`config.mk`:
```
export PLATFORM = sky130hd
export DESIGN_NAME = approx_atan2_angle8_top
export DESIGN_NICKNAME = d
export VERILOG_FILES = /design/src/rtl/aa8_pkg.sv /design/src/rtl/aa8_prep.sv /design/src/rtl/aa8_divstep.sv /design/src/rtl/aa8_post.sv /design/src/rtl/approx_atan2_angle8_top.sv
export SDC_FILE = /design/constraint.sdc
export NUM_CORES = 1
export LEC_CHECK = 0
export BUFFER_PORTS_ARGS = -buffer_cell sky130_fd_sc_hd__buf_2
export CAP_MARGIN = 20
export CORE_MARGIN = 2
export CORE_UTILIZATION = 45
export CTS_BUF_LIST = sky130_fd_sc_hd__clkbuf_8
export DETAILED_ROUTE_END_ITERATION = 12
export PLACE_DENSITY = 0.64
export SLEW_MARGIN = 15
export SYNTH_ARGS = -nofsm -noshare
export SYNTH_HDL_FRONTEND = slang
export SYNTH_HIERARCHICAL = 1
export SYNTH_SLANG_ARGS = --single-unit
```
`constraint.sdc`:
```
create_clock -name i_clk -period 7.1 [get_ports i_clk]
set_clock_uncertainty 0.1 [all_clocks]
set_input_delay 0 -clock i_clk [delete_from_list [all_inputs] [get_ports i_clk]]
set_output_delay 0 -clock i_clk [all_outputs]
set_load 0.05 [all_outputs]
```
`src/rtl/aa8_pkg.sv`:
```
// ----------------------------------------------------------------------------
// aa8_pkg: shared types and constants
// Widths, pipeline payload structs and angle constants for the pseudo-angle block.
// ----------------------------------------------------------------------------
package aa8_pkg;

    localparam int VEC_W   = 16;
    localparam int ANG_W   = 8;
    localparam int Q_BITS  = 7;
    localparam int REM_W   = 18;
    localparam int DEN_W   = 18;
    localparam int T_W     = 9;

    localparam logic signed [VEC_W-1:0] VEC_MIN  = 16'sh8000;
    localparam logic signed [VEC_W-1:0] VEC_SAT  = 16'sh8001;
    localparam logic [T_W-1:0]          BASE_POS = 9'd64;
    localparam logic [T_W-1:0]          BASE_NEG = 9'd192;
    localparam logic [ANG_W-1:0]        ANG_OFS  = 8'd128;

    typedef struct packed {
        logic zero;
        logic yneg;
        logic xneg;
        logic nneg;
    } t_ctl;

    typedef struct packed {
        logic [REM_W-1:0]  rem;
        logic [DEN_W-1:0]  den2;
        logic [Q_BITS-1:0] quo;
        t_ctl              ctl;
    } t_div;

endpackage

```
`src/rtl/aa8_prep.sv`:
```
// ----------------------------------------------------------------------------
// aa8_prep: front stage
// Saturates the inputs, picks the half-plane and forms numerator and divisor.
// ----------------------------------------------------------------------------
module aa8_prep (
    input  logic                            i_clk,
    input  logic                            i_rst_n,
    input  logic                            i_valid,
    output logic                            o_ready,
    input  logic signed [aa8_pkg::VEC_W-1:0] i_vec_y,
    input  logic signed [aa8_pkg::VEC_W-1:0] i_vec_x,
    output logic                            o_valid,
    input  logic                            i_ready,
    output aa8_pkg::t_div                   o_div
);
    import aa8_pkg::*;

    logic                      r_valid;
    t_div                      r_div;
    t_div                      n_div;
    logic signed [VEC_W-1:0]   ys;
    logic signed [VEC_W-1:0]   xs;
    logic signed [VEC_W+1:0]   ay;
    logic signed [VEC_W+1:0]   xe;
    logic signed [VEC_W+1:0]   num;
    logic signed [VEC_W+1:0]   den;
    logic [VEC_W+1:0]          anum;

    assign o_ready = !r_valid || i_ready;

    always_comb begin
        ys  = (i_vec_y == VEC_MIN) ? VEC_SAT : i_vec_y;
        xs  = (i_vec_x == VEC_MIN) ? VEC_SAT : i_vec_x;
        ay  = ys[VEC_W-1] ? -(18'(ys)) : 18'(ys);
        xe  = 18'(xs);
        if (xs[VEC_W-1]) begin
            num = xe + ay;
            den = ay - xe;
        end else begin
            num = xe - ay;
            den = xe + ay;
        end
        anum = num[VEC_W+1] ? 18'(-num) : 18'(num);
        n_div.rem      = anum[REM_W-1:0];
        n_div.den2     = {den[DEN_W-2:0], 1'b0};
        n_div.quo      = '0;
        n_div.ctl.zero = (xs == '0) && (ys == '0);
        n_div.ctl.yneg = ys[VEC_W-1];
        n_div.ctl.xneg = xs[VEC_W-1];
        n_div.ctl.nneg = num[VEC_W+1];
    end

    always_ff @(posedge i_clk) begin
        if (!i_rst_n) begin
            r_valid <= 1'b0;
        end else if (o_ready) begin
            r_valid <= i_valid;
        end
    end

    always_ff @(posedge i_clk) begin
        if (o_ready && i_valid) begin
            r_div <= n_div;
        end
    end

    assign o_valid = r_valid;
    assign o_div   = r_div;

endmodule

```
`src/rtl/aa8_divstep.sv`:
```
// ----------------------------------------------------------------------------
// aa8_divstep: one restoring division stage
// Doubles the remainder, compares with the doubled divisor, yields one quotient bit.
// ----------------------------------------------------------------------------
module aa8_divstep (
    input  logic          i_clk,
    input  logic          i_rst_n,
    input  logic          i_valid,
    output logic          o_ready,
    input  aa8_pkg::t_div i_div,
    output logic          o_valid,
    input  logic          i_ready,
    output aa8_pkg::t_div o_div
);
    import aa8_pkg::*;

    logic             r_valid;
    t_div             r_div;
    t_div             n_div;
    logic [REM_W:0]   rem2;
    logic [REM_W:0]   diff;
    logic             ge;

    assign o_ready = !r_valid || i_ready;

    always_comb begin
        rem2  = {i_div.rem, 1'b0};
        ge    = rem2 >= {1'b0, i_div.den2};
        diff  = rem2 - {1'b0, i_div.den2};
        n_div = i_div;
        n_div.rem = ge ? diff[REM_W-1:0] : rem2[REM_W-1:0];
        n_div.quo = {i_div.quo[Q_BITS-2:0], ge};
    end

    always_ff @(posedge i_clk) begin
        if (!i_rst_n) begin
            r_valid <= 1'b0;
        end else if (o_ready) begin
            r_valid <= i_valid;
        end
    end

    always_ff @(posedge i_clk) begin
        if (o_ready && i_valid) begin
            r_div <= n_div;
        end
    end

    assign o_valid = r_valid;
    assign o_div   = r_div;

endmodule

```
`src/rtl/aa8_post.sv`:
```
// ----------------------------------------------------------------------------
// aa8_post: output stage
// Turns the signed quotient into the angle, mirrors for negative y, registers it.
// ----------------------------------------------------------------------------
module aa8_post (
    input  logic                        i_clk,
    input  logic                        i_rst_n,
    input  logic                        i_valid,
    output logic                        o_ready,
    input  aa8_pkg::t_div               i_div,
    output logic                        o_valid,
    input  logic                        i_ready,
    output logic [aa8_pkg::ANG_W-1:0]   o_angle
);
    import aa8_pkg::*;

    logic             r_valid;
    logic [ANG_W-1:0] r_angle;
    logic [ANG_W-1:0] n_angle;
    logic [T_W-1:0]   base;
    logic [T_W-1:0]   quo;
    logic [T_W-1:0]   t;
    logic [ANG_W-1:0] ang;

    assign o_ready = !r_valid || i_ready;

    always_comb begin
        base = i_div.ctl.xneg ? BASE_NEG : BASE_POS;
        quo  = T_W'(i_div.quo);
        t    = i_div.ctl.nneg ? base + quo : base - quo;
        ang  = t[T_W-1:1] + ANG_OFS;
        if (i_div.ctl.zero) begin
            n_angle = '0;
        end else if (i_div.ctl.yneg) begin
            n_angle = 8'd0 - ang;
        end else begin
            n_angle = ang;
        end
    end

    always_ff @(posedge i_clk) begin
        if (!i_rst_n) begin
            r_valid <= 1'b0;
        end else if (o_ready) begin
            r_valid <= i_valid;
        end
    end

    always_ff @(posedge i_clk) begin
        if (o_ready && i_valid) begin
            r_angle <= n_angle;
        end
    end

    assign o_valid = r_valid;
    assign o_angle = r_angle;

endmodule

```
`src/rtl/approx_atan2_angle8_top.sv`:
```
// ----------------------------------------------------------------------------
// approx_atan2_angle8_top: 8-bit pseudo-angle of a signed 16-bit vector
// Pipeline: prep, 7 divide and output stages, each registered.
// Throughput: one vector per cycle; each stage holds under back-pressure.
// Bubbles are squeezed out: a stage takes data whenever it is empty.
// Reset: synchronous, active low; clears all stage valid bits.
// ----------------------------------------------------------------------------
module approx_atan2_angle8_top (
    input  logic        i_clk,
    input  logic        i_rst_n,
    input  logic        s_axis_tvalid,
    output logic        s_axis_tready,
    input  logic [31:0] s_axis_tdata,   // [15:0] vec_y, [31:16] vec_x
    output logic        m_axis_tvalid,
    input  logic        m_axis_tready,
    output logic [7:0]  m_axis_tdata    // [7:0] angle
);
    import aa8_pkg::*;

    logic              v   [Q_BITS+1];
    logic              rdy [Q_BITS+1];
    t_div              d   [Q_BITS+1];

    aa8_prep u_prep (
        .i_clk   (i_clk),
        .i_rst_n (i_rst_n),
        .i_valid (s_axis_tvalid),
        .o_ready (s_axis_tready),
        .i_vec_y (s_axis_tdata[15:0]),
        .i_vec_x (s_axis_tdata[31:16]),
        .o_valid (v[0]),
        .i_ready (rdy[0]),
        .o_div   (d[0])
    );

    for (genvar g = 0; g < Q_BITS; g++) begin : g_div
        aa8_divstep u_step (
            .i_clk   (i_clk),
            .i_rst_n (i_rst_n),
            .i_valid (v[g]),
            .o_ready (rdy[g]),
            .i_div   (d[g]),
            .o_valid (v[g+1]),
            .i_ready (rdy[g+1]),
            .o_div   (d[g+1])
        );
    end

    aa8_post u_post (
        .i_clk   (i_clk),
        .i_rst_n (i_rst_n),
        .i_valid (v[Q_BITS]),
        .o_ready (rdy[Q_BITS]),
        .i_div   (d[Q_BITS]),
        .o_valid (m_axis_tvalid),
        .i_ready (m_axis_tready),
        .o_angle (m_axis_tdata)
    );

    a_quo_range: assert property (@(posedge i_clk) disable iff (!i_rst_n)
        (v[Q_BITS] && !d[Q_BITS].ctl.zero) |-> (d[Q_BITS].quo <= 7'd64))
        else $error("quotient out of range");

    a_rem_bound: assert property (@(posedge i_clk) disable iff (!i_rst_n)
        (v[Q_BITS] && !d[Q_BITS].ctl.zero) |-> (d[Q_BITS].rem < d[Q_BITS].den2))
        else $error("remainder not below divisor");

    a_stall_full: assert property (@(posedge i_clk) disable iff (!i_rst_n)
        !s_axis_tready |-> (v[0] && v[Q_BITS] && m_axis_tvalid))
        else $error("input stalled with an empty stage");

    a_zero_den: assert property (@(posedge i_clk) disable iff (!i_rst_n)
        (v[0] && !d[0].ctl.zero) |-> (d[0].den2 != '0))
        else $error("zero divisor on a non-zero vector");

endmodule
```
# Yosys cells after proc, flatten, opt, wreduce, memory -nomap -nowiden

Index checks and enable logic that the tools add are counted.

Order comparisons: 7
Multiplexer cells: 15
Eq/ne operators: 2
Reduce and logical (&&, ||, !) cells: 30
Add/sub/neg operators: 15

Operator list:

| kind                                            | number |
|---|---|
| 2-to-1 mux 18 bit                               | 8 |
| >= comparator 19 x 18 -> 1 bit                  | 7 |
| subtractor 18 bit                               | 6 |
| 2-to-1 mux 17 bit                               | 2 |
| equality test 16 bit, second input constant     | 2 |
| zero test 16 bit                                | 2 |
| 2-to-1 mux 16 bit                               | 2 |
| adder 16 x 18 -> 18 bit                         | 1 |
| negation 16 -> 18 bit                           | 1 |
| negation 18 bit                                 | 1 |
| subtractor 16 x 18 -> 18 bit                    | 1 |
| subtractor 17 x 16 -> 17 bit                    | 1 |
| 2-to-1 mux 8 bit                                | 2 |
| logical AND 1 bit                               | 10 |
| adder 9 x 7 -> 9 bit                            | 1 |
| zero test 1 bit                                 | 9 |
| logical OR 1 bit                                | 9 |
| 2-to-1 mux 9 bit                                | 1 |
| subtractor 9 x 7 -> 9 bit                       | 1 |
| adder 8 bit, second input constant              | 1 |
| subtractor 1 x 8 -> 8 bit, first input constant | 1 |

Flip-flop bits (word level): 322
Output and inout bits: 10
Word-level logic and storage cells: 139
Input port bits: 36

# Longest topological paths before layout

Depth in word-level cells: 11
Mapped depth: 20
Gate-level depth less buffers: 20

# Modules after synthesis

Netlist, hierarchy kept.

Modules (own cells, without submodules):

| module      | area an instance (µm²) | instances | sequential area each (µm²) | cells an instance |
|---|---|---|---|---|
| aa8_divstep | 2,708.8                | 7         | 1,431.4                    | 227 |
| aa8_prep    | 4,823.4                | 1         | 1,161.1                    | 571 |
| aa8_post    | 785.8                  | 1         | 260.2                      | 83 |

# Least setup slack after synthesis

No wires, ideal clock.

Path kind: in2reg
Start: in s_axis_tdata[2]
End: reg u_prep.r_div, in the netlist u_prep/o_div[45], data pin
Setup time: 0.261 ns
Required time: 6.739 ns
Setup slack: 2.893 ns
Stages: 19
Path buffers: 1
Arrival: 3.846 ns
Path through: nor4_1 -> nand4b_1 -> nor3_1 -> a21oi_1 -> ha_1 -> nand3_1 -> o21ai_0 -> xnor2_1 -> ha_1 -> buf_2 -> or3_1 -> or3_1 -> a211oi_1 -> o31a_1 -> a31oi_2 -> xnor2_2 -> and3b_1 -> a41oi_1 -> xnor2_1

Word-level cells in the longest chain between the ends: 8
Elaborated cells between the ends (all ways): 9
Those cells by class: add/sub: 4; eq/ne: 1; mux: 4

Ends and longest elaborated chain:

| element                                                                        | RTL line                       | RTL |
|---|---|---|
| from (decl)                                                                    | approx_atan2_angle8_top.sv:13  | `input logic [31:0] s_axis_tdata,` |
| equality test 16 bit                                                           | aa8_prep.sv:32                 | `ys = (i_vec_y == VEC_MIN) ? VEC_SAT : i_vec_y;` |
| 2-to-1 mux 16 bit (*)                                                          | aa8_prep.sv:32                 |  |
| negation 16 -> 18 bit                                                          | aa8_prep.sv:34                 | `ay = ys[VEC_W-1] ? -(18'(ys)) : 18'(ys);` |
| 2-to-1 mux 18 bit (*)                                                          | aa8_prep.sv:34                 |  |
| subtractor 16 x 18 -> 18 bit / adder 16 x 18 -> 18 bit (equally long branches) | aa8_prep.sv:40, aa8_prep.sv:37 |  |
| 2-to-1 mux 18 bit (*)                                                          | aa8_prep.sv:36                 | `if (xs[VEC_W-1]) begin` |
| negation 18 bit                                                                | aa8_prep.sv:43                 | `anum = num[VEC_W+1] ? 18'(-num) : 18'(num);` |
| 2-to-1 mux 17 bit (*)                                                          | aa8_prep.sv:43                 |  |
| named net u_prep.anum[16]                                                      | aa8_prep.sv:27                 | `logic [VEC_W+1:0] anum;` |
| to (signal assigned)                                                           | aa8_prep.sv:63                 | `r_div <= n_div;` |
| to (decl)                                                                      | aa8_prep.sv:19                 | `t_div r_div;` |

The timed path passes the listed nets; every way through them passes the cells marked *.
A chain may end at the register's enable or synchronous reset.

==> impl_metrics.json <==
{
  "status": "complete, no violations",
  "timing.rr.end": "u_post/o_angle[6]",
  "hold_path_end": "u_prep/o_div[14]",
  "first_iter_violations": 904,
  "start_kind": "input pin",
  "gp_congestion": 0.921,
  "critPathKind": "input pin to flop",
  "root_buffer": "clkbuf_8",
  "cts_hold_buf": 14,
  "path_buf_inv": 3,
  "worstHoldPathType": "input pin to flop",
  "clk_latency_ns": 0.65,
  "clockBufferDepth": 3,
  "grt_pass1_wl_um": 77300,
  "hpwl_um": 37500,
  "holdWs_ns": 0.0814,
  "p_total_uw": 5590,
  "vias": 15700,
  "rr_worst_depth": 10,
  "period_minus_slack_ns": 4.63,
  "design.die.area_sq_um": 50900,
  "globalRouteTotalUtil_pct": 18.8,
  "crit_chain": "dlygate4sd3_1 > buf_2 > nand4b_1 > nor3_1 > a21oi_1 > ha_1 > nand3_1 > o21ai_0 > xnor2_1 > ha_1 > nand2b_1 > or4_1 > a211oi_1 > o31a_1 > o2111ai_1 > nand3_1 > o311a_2 > inv_2 > o21ai_0 > xor2_1",
  "drive_above_1_share_pct": 13.3,
  "io_pins": 46,
  "critPathTopFamily": "compound AO/OA/AOI/OAI gates",
  "r2r_slack_ns": 3.85,
  "die_w_um": 226,
  "viasPerCell": 5.50,
  "clkTransAtPathRegs_ns": 0.06,
  "cts_tree": "built",
  "min-delay-start": "s_axis_tdata[18]",
  "synth_cells": 2080,
  "powerDensity_nw_per_um2": 233,
  "wl_um": 47900,
  "grt_pass1_vias": 15700,
  "htreeDepth": 2,
  "io_buffer_count": 45,
  "relSlewSlack_pct": 30.6,
  "cts_num_sinks": 327,
  "slew_viol_final": 0,
  "antenna_left": 0,
  "cp_slowest_cell": "dlygate4sd3_1",
  "tightest_slew_ns": 1.04,
  "area_growth_syn_to_layout_pct": 8.35,
  "syn_avg_cell_area_sq_um": 10.6,
  "max_cap_viol_count": 0,
  "worst_slack_ns": 2.47,
  "post-route-drc-count": 0,
  "reg2reg_from": "g_div[6].u_step/o_div[5]",
  "p_leak_uw": 0.00942,
  "nNetsFinal": 2374,
  "core_area_sq_um": 48700,
  "end_kind": "flop",
  "setup_viol_count_final": 0,
  "numCtsBuffers": 55,
  "antenna_found_initial": 1,
  "synth_warnings": 6,
  "cts_resized": 0,
  "hold_viol": 0,
  "critPathRequiredTime_ns": 7.37,
  "hold_depth": 4,
  "wl_per_cell_um": 16.8,
  "rows": 81,
  "rsz0062_at_grt": "no",
  "arrival_ns": 4.90,
  "die_h_um": 226,
  "grt_max_degree": 47,
  "period_share_pct": 65.2,
  "peakVddDrop_uv": 158,
  "crit_path_max_incr_delay_ns": 0.52,
  "tns_ns": 0,
  "start_util_pct": 45.4,
  "cts_setup_buffers": 0,
  "max_freq_mhz": 216,
  "grt_overflow": 0,
  "dpl_worst_slack_ns": 2.07,
  "synth_area_sq_um": 22100,
  "drtPass1Iterations": 5,
  "crit_fanout": 18
}
-- routing by layer --
metal | routed length (um) | vias to the layer above | share of wire [%] | global-route usage [%]
li1 | - | 7759 | - | -
met1 | 19300 | 7483 | 40 | 20.2
met2 | 25100 | 302 | 52 | 35.7
met3 | 1470 | 122 | 3.1 | 2.68
met4 | 2110 | 0 | 4.4 | 9.85
met5 | 0 | - | 0 | 0
-- worst min-delay path: stages --
cell and delay (ns):
buf_2 0.13, inv_1 0.06, ha_1 0.37, xnor2_1 0.16
-- cell usage in the layout (no fill, tap or decap), drive strengths merged, types with 30 or more instances in the layout --
cell type / count
o21ai: 121
xor2: 38
a21oi: 116
a21o: 44
clkbuf: 55
ha: 182
nor3: 50
mux2: 83
nand3: 41
nor2: 147
edfxtp: 318
buf: 48
xnor2: 86
nand2: 120
a211oi: 73
inv: 261
a31oi: 30
nor2b: 31
-- state kept, by name, summed over array words and instances, names as in the netlist --
name	count
g_div.u_step/o_valid	7
u_post/o_valid	1
u_post/o_angle	8
u_prep/o_valid	1
u_prep/o_div	38
g_div.u_step/o_div	272
-- per-stage QoR --
step                      util, %  std cells  instance area (sq um)
after floorplan                 -       2084                  22100
after global placement       46.9       2739                  22800
after detailed placement     46.9       2739                  22800
after CTS                    49.1       2847                  24000
after global routing         49.2       2848                  24000
final                        49.2       2848                  24000
-- area by class of cell --
| cell class | count | area [sq um] |
|---|---|---|
| Multi-Input combinational cell | 1457 | 11100 |
| Clock buffer | 55 | 757 |
| Tap cell | 664 | 831 |
| Fill cell | 4347 | 24800 |
| Antenna cell | 1 | 2.50 |
| Clock inverter | 39 | 219 |
| Inverter | 243 | 930 |
| Timing Repair Buffer | 62 | 388 |
| Sequential cell | 327 | 9730 |
-- power by group --
| part | internal [uW] | switching, uW | leakage [uW] |
|---|---|---|---|
| Clock | 764 | 744 | 0.000565 |
| Combinational | 724 | 976 | 0.00586 |
| Sequential | 2310 | 74.6 | 0.00299 |
| Total | 3790 | 1800 | 0.00942 |
-- worst max-delay path by stage --
| stage | slack [ns] | depth (start not counted) | startpoint | end |
|---|---|---|---|---|
| after floorplan | 2.89 | 19 | s_axis_tdata[2] | u_prep/o_div[45] |
| after global placement | 2.22 | 19 | s_axis_tdata[2] | u_prep/o_div[42] |
| after detailed placement | 2.07 | 20 | s_axis_tdata[2] | u_prep/o_div[37] |
| after CTS | 2.65 | 20 | s_axis_tdata[15] | u_prep/o_div[37] |
| after global routing | 2.15 | 20 | s_axis_tdata[15] | u_prep/o_div[38] |
| final | 2.47 | 20 | s_axis_tdata[15] | u_prep/o_div[38] |
Power figures use the tool's default switching activity.
